===== src/rtl/pwlc_pkg.sv =====
// shared types, constants and breakpoint tables for the piecewise linear curve evaluator
// abscissas are signed Q20.12, ordinates unsigned Q9.31
// no dependencies
package pwlc_pkg;

    localparam int TABLE_POINTS       = 20;
    localparam int CURVES             = 4;
    localparam int CURVE_DEPTH        = 20;
    localparam int X_W                = 33;
    localparam int Y_W                = 40;
    localparam int SEG_W              = $clog2(CURVE_DEPTH);
    // widest segment is 10000 m in Q20.12
    localparam int SPAN_W             = 26;
    localparam int HALF_W             = Y_W / 2;
    localparam int PROD_W             = HALF_W + SPAN_W;
    localparam int NUM_W              = Y_W + SPAN_W;
    localparam int DIV_BITS_PER_STAGE = 4;
    localparam int DIV_STAGES         = Y_W / DIV_BITS_PER_STAGE;

    typedef logic signed [X_W-1:0] x_t;
    typedef logic [Y_W-1:0]        y_t;
    typedef logic [SEG_W-1:0]      seg_t;
    typedef logic [SPAN_W-1:0]     span_t;

    typedef enum logic [1:0] {
        CLAMP_NONE  = 2'd0,
        CLAMP_BELOW = 2'd1,
        CLAMP_ABOVE = 2'd2
    } clamp_t;

    // data that rides alongside the divider
    typedef struct packed {
        y_t     base;
        logic   neg;
        clamp_t status;
    } pwlc_side_t;

    // whole units to Q20.12
    function automatic x_t qa(input int m);
        logic signed [63:0] t;
        t = 64'(m) * 64'sd4096;
        return t[X_W-1:0];
    endfunction

    // hundredths to Q20.12, round half up
    function automatic x_t qm(input int h);
        logic signed [63:0] t;
        t = (64'(h) * 64'sd4096 + 64'sd50) / 64'sd100;
        return t[X_W-1:0];
    endfunction

    // value scaled by 1e7 to Q9.31, round half up
    function automatic y_t qy(input longint unsigned d);
        logic [63:0] t;
        t = (d * 64'd2147483648 + 64'd5000000) / 64'd10000000;
        return t[Y_W-1:0];
    endfunction

    // whole units to Q9.31
    function automatic y_t qw(input int unsigned n);
        logic [63:0] t;
        t = 64'(n) << 31;
        return t[Y_W-1:0];
    endfunction

    function automatic seg_t last_idx(input int own);
        int n;
        n = own;
        if (n > TABLE_POINTS)
            n = TABLE_POINTS;
        if (n > CURVE_DEPTH)
            n = CURVE_DEPTH;
        if (n < 1)
            n = 1;
        return seg_t'(n - 1);
    endfunction

    localparam seg_t LAST_IDX [CURVES] = '{last_idx(14), last_idx(20), last_idx(20),
                                           last_idx(17)};

    localparam x_t X_TAB [CURVES][CURVE_DEPTH] = '{
        '{qa(0), qa(1000), qa(2000), qa(3000), qa(4000), qa(5000), qa(6000), qa(7000),
          qa(8000), qa(9000), qa(10000), qa(15000), qa(20000), qa(25000),
          '0, '0, '0, '0, '0, '0},
        '{qa(0), qa(1000), qa(2000), qa(3000), qa(4000), qa(5000), qa(6000), qa(7000),
          qa(8000), qa(9000), qa(10000), qa(15000), qa(20000), qa(25000), qa(30000),
          qa(40000), qa(50000), qa(60000), qa(70000), qa(80000)},
        '{qa(0), qa(1000), qa(2000), qa(3000), qa(4000), qa(5000), qa(6000), qa(7000),
          qa(8000), qa(9000), qa(10000), qa(15000), qa(20000), qa(25000), qa(30000),
          qa(40000), qa(50000), qa(60000), qa(70000), qa(80000)},
        '{qm(0), qm(30), qm(50), qm(70), qm(89), qm(92), qm(96), qm(98), qm(100),
          qm(102), qm(106), qm(124), qm(153), qm(199), qm(287), qm(289), qm(500),
          '0, '0, '0}
    };

    localparam y_t Y_TAB [CURVES][CURVE_DEPTH] = '{
        '{qy(98070000), qy(98040000), qy(98010000), qy(97970000), qy(97940000),
          qy(97910000), qy(97880000), qy(97850000), qy(97820000), qy(97790000),
          qy(97760000), qy(97610000), qy(97450000), qy(97300000),
          '0, '0, '0, '0, '0, '0},
        '{qy(12250000), qy(11120000), qy(10070000), qy(9093000), qy(8194000),
          qy(7364000), qy(6601000), qy(5900000), qy(5258000), qy(4671000),
          qy(4135000), qy(1948000), qy(889100), qy(400800), qy(184100),
          qy(39960), qy(10270), qy(3097), qy(828), qy(185)},
        '{qw(340), qw(336), qw(332), qw(328), qw(324), qw(320), qw(316), qw(312),
          qw(308), qw(303), qw(299), qw(295), qw(295), qw(295), qw(305), qw(324),
          qw(337), qw(319), qw(289), qw(269)},
        '{qy(0), qy(1629000), qy(1659000), qy(2031000), qy(2597000), qy(3010000),
          qy(3287000), qy(4002000), qy(4258000), qy(4335000), qy(4483000),
          qy(4064000), qy(3663000), qy(2897000), qy(2297000), qy(2306000),
          qy(2656000), '0, '0, '0}
    };

endpackage


===== src/rtl/pwlc_div.sv =====
// pipelined restoring divider with rounding offset already in the numerator
// quotient of NUM_W-bit numerator by SPAN_W-bit span, DIV_BITS_PER_STAGE bits per stage
// depends on pwlc_pkg
module pwlc_div
    import pwlc_pkg::*;
(
    input  logic             clk,
    input  logic             rst_n,
    input  logic             in_valid,
    input  logic [NUM_W-1:0] num,
    input  span_t            span,
    input  pwlc_side_t       in_side,
    output logic             out_valid,
    output y_t               quot,
    output pwlc_side_t       out_side
);

    // work word: remainder on top, numerator bits below, quotient bits shift in at the bottom
    logic             valid_reg [DIV_STAGES];
    logic [NUM_W-1:0] work_reg  [DIV_STAGES];
    span_t            span_reg  [DIV_STAGES];
    pwlc_side_t       side_reg  [DIV_STAGES];

    logic             stage_valid [DIV_STAGES];
    logic [NUM_W-1:0] stage_work  [DIV_STAGES];
    span_t            stage_span  [DIV_STAGES];
    pwlc_side_t       stage_side  [DIV_STAGES];
    logic [NUM_W-1:0] work_next   [DIV_STAGES];

    for (genvar k = 0; k < DIV_STAGES; k++) begin : g_stage
        if (k == 0) begin : g_head
            assign stage_valid[k] = in_valid;
            assign stage_work[k]  = num;
            assign stage_span[k]  = span;
            assign stage_side[k]  = in_side;
        end else begin : g_body
            assign stage_valid[k] = valid_reg[k-1];
            assign stage_work[k]  = work_reg[k-1];
            assign stage_span[k]  = span_reg[k-1];
            assign stage_side[k]  = side_reg[k-1];
        end

        always_comb
        begin
            logic [NUM_W-1:0] w;
            logic [SPAN_W:0]  trial;
            logic [SPAN_W:0]  diff;
            w = stage_work[k];
            for (int b = 0; b < DIV_BITS_PER_STAGE; b++)
            begin
                trial = {w[NUM_W-1:Y_W], w[Y_W-1]};
                diff  = trial - {1'b0, stage_span[k]};
                if (trial >= {1'b0, stage_span[k]})
                begin
                    w = {diff[SPAN_W-1:0], w[Y_W-2:0], 1'b1};
                end
                else
                begin
                    w = {trial[SPAN_W-1:0], w[Y_W-2:0], 1'b0};
                end
            end
            work_next[k] = w;
        end

        always_ff @(posedge clk or negedge rst_n)
        begin
            if (!rst_n)
                valid_reg[k] <= 1'b0;
            else
                valid_reg[k] <= stage_valid[k];
        end

        always_ff @(posedge clk)
        begin
            work_reg[k] <= work_next[k];
            span_reg[k] <= stage_span[k];
            side_reg[k] <= stage_side[k];
        end
    end

    assign out_valid = valid_reg[DIV_STAGES-1];
    assign quot      = work_reg[DIV_STAGES-1][Y_W-1:0];
    assign out_side  = side_reg[DIV_STAGES-1];

endmodule

===== config.mk =====
export PLATFORM = sky130hd
export DESIGN_NAME = pwlc_div
export DESIGN_NICKNAME = d
export VERILOG_FILES = /design/src/rtl/pwlc_pkg.sv /design/src/rtl/pwlc_div.sv
export SDC_FILE = /design/constraint.sdc
export NUM_CORES = 2
export LEC_CHECK = 0
export ABC_CLOCK_PERIOD_IN_PS = 11900
export BUFFER_PORTS_ARGS = -buffer_cell sky130_fd_sc_hd__clkbuf_2
export CORE_ASPECT_RATIO = 1.2
export CORE_MARGIN = 2
export CORE_UTILIZATION = 58
export DETAILED_ROUTE_END_ITERATION = 6
export GPL_TIMING_DRIVEN = 0
export PLACE_DENSITY = 0.8
export SLEW_MARGIN = 5
export SYNTH_ARGS = -nofsm -noshare
export SYNTH_HDL_FRONTEND = slang
export SYNTH_SLANG_ARGS = --single-unit

===== constraint.sdc =====
create_clock -name clk -period 11.9 [get_ports clk]
set_input_delay 0.595 -clock clk [delete_from_list [all_inputs] [get_ports clk]]
set_output_delay 0.595 -clock clk [all_outputs]
set_load 0.02 [all_outputs]

==> qor.yml <==
pre_cts_ws_ns: -3.914
ys.flop_type: "dfxtp_1"
critPathRequiredTime_ns: 12.56
drv_slew: 0
critical-path-max-stage-delay_ns: 0.39
vias_per_cell: 6.253
ys_seq_area_share_pct: 29.78
rr_startpoint: "span_reg[4][17]"
first_iter_violations: 6387
drcViolationCount: 2
worst_setup_path_start_kind: "register"
cts_root_buf: "clkbuf_16"
fmax_ghz: 0.08545
grt-ovfl-total: 0
status: "finished with violations"
violations: "design-rule violations"
track_usage_pct: 33.49
largest_reg_flops: 634
numCtsBuffers: 118
syn_area_sq_um: 88080
reg2reg_depth: 52
slew-limit-headroom_pct: 26.78
hpwlAfterDp_mm: 213.0
whs_ns: 0.06673
syn_avg_cell_area_sq_um: 8.826
synth_fp_nets: 11200
postRouteAntennaNets: 0
finalNetCount: 11850
die_x_microns: 359.7
fp.dieH_microns: 430.9
cts_tree: "done"
path_class: "register to register"
async_flop_share_pct: 0.7645
hold_path_depth: 1
antenna_found_initial: 15
grt_pass1_vias: 76680
cp.arrival_ns: 12.37
report.final.hold_viol_count: 0
first_pass_iters: 7
cts.sinks: 1308
placedInstanceArea_sq_um: 91660
cap_violations: 0
cpMostUsedCell: "ha_1"
synth-edff-count: 0
slowest_stage: "nor3b_4"
core.rowCount: 156
postLayoutCellArea_sq_um: 102300
cp_max_fo: 10
start_util_pct: 58.46
fin_skew_ns: 0.05255
reg2reg_slack_ns: 0.20
end_kind: "register"
drt-total-wl_mm: 274.8
tightest_slew_ns: 1.071
grt_max_degree: 19
coreArea_sq_um: 150700
yosysWarningCount: 0
io_buffers: 221
ys_seq_elements: 1308
path_clk_slew_ns: 0.07
htreeDepth: 3
clock_path_buffers: 3
worstHoldStart: "span[0]"
setup_slack_ns: 0.1978
drive_gt1_share_pct: 18.21
r2r-end: "work_reg[5][62]"
final.min_clock_period_ns: 11.70
io_pins: 222
hold_end: "span_reg[0][0]"
netlist_instances: 9980
die_area_sq_um: 155000
wl_per_cell_microns: 21.61
vias: 79480
finalSetupViolCount: 0
utilization_pct: 67.86
grt_pass1_wl_mm: 415.1
clk_latency_ns: 0.81
place_congestion: 1.007
syn2layout_area_growth_pct: 16.09
min_path_type: "input port to register"
period_share_pct: 98.34
synthDistinctLibCells: 111
[worst max-delay path, delay by kind of cell (launching register included)]
| kind | cells | cell delay [ns] |
|---|---|---|
| simple gates | 12 | 2.24 |
| compound gates | 26 | 5.95 |
| flops | 1 | 0.38 |
| buf+inv | 9 | 1.45 |
| mux | 1 | 0.31 |
| fa+ha+maj | 4 | 1.22 |
[stage by stage]
step / setup TNS (ns) / instances
finish: 0 / 12710
global route: -5.880 / 12710
CTS: 0 / 12590
detailed placement: -686.95 / 12180
global placement: -654.85 / 12180
floorplan: 0 / 9980
[cells in the mapped netlist, types with 19 or more instances]
library cell | n | share of area, %
a21oi_1 | 934 | 5.3
buf_2 | 34 | 0.19
a21o_1 | 433 | 3.7
nor2b_1 | 128 | 0.91
dfxtp_1 | 1298 | 30
o211ai_1 | 49 | 0.42
a221o_1 | 53 | 0.60
mux2_2 | 460 | 5.9
o21a_1 | 172 | 1.5
or2_2 | 39 | 0.28
mux2_4 | 37 | 0.63
o221ai_1 | 33 | 0.33
a211o_1 | 45 | 0.45
nor3_1 | 154 | 0.88
a211oi_1 | 89 | 0.76
clkbuf_1 | 113 | 0.48
mux2i_1 | 73 | 0.83
and3_1 | 78 | 0.55
a31oi_1 | 103 | 0.73
or3_1 | 48 | 0.34
inv_1 | 593 | 2.5
nand2b_1 | 139 | 0.99
o31ai_1 | 65 | 0.55
xnor2_1 | 556 | 5.5
o21bai_1 | 117 | 1.0
buf_1 | 23 | 0.098
a221oi_1 | 19 | 0.19
a2111oi_0 | 25 | 0.25
nand2_1 | 586 | 2.5
a31o_2 | 27 | 0.27
ha_1 | 1040 | 15
fa_1 | 39 | 0.89
nand4_1 | 141 | 1.0
and4_1 | 29 | 0.29
xor2_1 | 259 | 2.6
o31a_1 | 31 | 0.31
o21ai_0 | 620 | 3.5
nand3_1 | 167 | 0.95
nor2_1 | 663 | 2.8
and2_1 | 38 | 0.27
nor4_1 | 39 | 0.28
a21boi_0 | 37 | 0.32
[layout by cell type, fill, tap and decap left out, types with 38 or more instances in the layout]
cell	count
clkbuf_2	241
a21oi_1	849
o31ai_1	49
clkbuf_16	122
nor2b_1	125
o21ai_0	564
a31oi_1	91
inv_2	54
nor3_1	137
o211ai_1	49
nand2b_1	137
a211oi_1	67
dlygate4sd3_1	106
mux2_2	457
dfxtp_1	1250
or3_1	42
nand4_1	141
o21bai_1	114
a211o_1	45
or2_2	38
nor2_1	650
a221o_1	51
ha_2	40
ha_1	937
and3_1	75
o21a_1	170
a21oi_2	71
xnor2_1	556
clkbuf_1	44
a21o_1	433
buf_4	242
fa_1	39
nand2_1	580
ha_4	63
nand3_1	160
mux2i_1	59
inv_1	524
mux2_4	40
xor2_1	259
[worst max-delay path by stage]
stage	start	slack [ns]	endpoint	cells after the start
CTS	span_reg[2][3]	0.002	work_reg[3][63]	49
detailed placement	span_reg[7][1]	-3.91	work_reg[8][40]	48
global route	span_reg[4][16]	-0.16	work_reg[5][62]	53
global placement	span_reg[7][1]	-3.69	work_reg[8][40]	48
finish	span_reg[4][17]	0.20	work_reg[5][62]	52
floorplan	span_reg[2][1]	0.06	work_reg[3][49]	51
[layout make-up]
type	instances	area, sq um
fillers	11970	48430
well taps	1975	2471
clock buffers	153	3264
repair buffers	557	3984
multi-input cells	7880	61830
clock inverters	67	723.2
diodes	5	12.51
plain buffers	158	1244
inverters	609	2397
flip-flops and latches	1308	26330
[routing by layer]
metal	global-route usage (%)	part of all wire (%)	up-vias
li1	-	-	37740
met1	39.53	39	37540
met2	57.71	47	3179
met3	4.112	6.2	1012
met4	21.10	7.0	14
met5	0	0.033	-
[what timing repair did]
action,in CTS,in global routing
buffers inserted,96,128
gates resized for setup,490,530
hold buffers,106,0
gates cloned,1,5
setup endpoints to repair,244,244
pin swaps,54,125
hold endpoints to repair,115,0
[logic make-up after synthesis]
group	count (synthesis)	synth area share [%]
AOI/OAI and AO/OA	3073	22.55
xor gates and xnor gates	815	8.104
adders and majority gates	1079	15.66
buffers and inverters	792	3.511
DFF	1308	29.78
muxes	587	7.609
and+or+nand+nor	2326	12.78
Power is left out: the tool's default activity adds up to more than one toggle a clock period on the data nets, which glitch-free logic cannot reach.
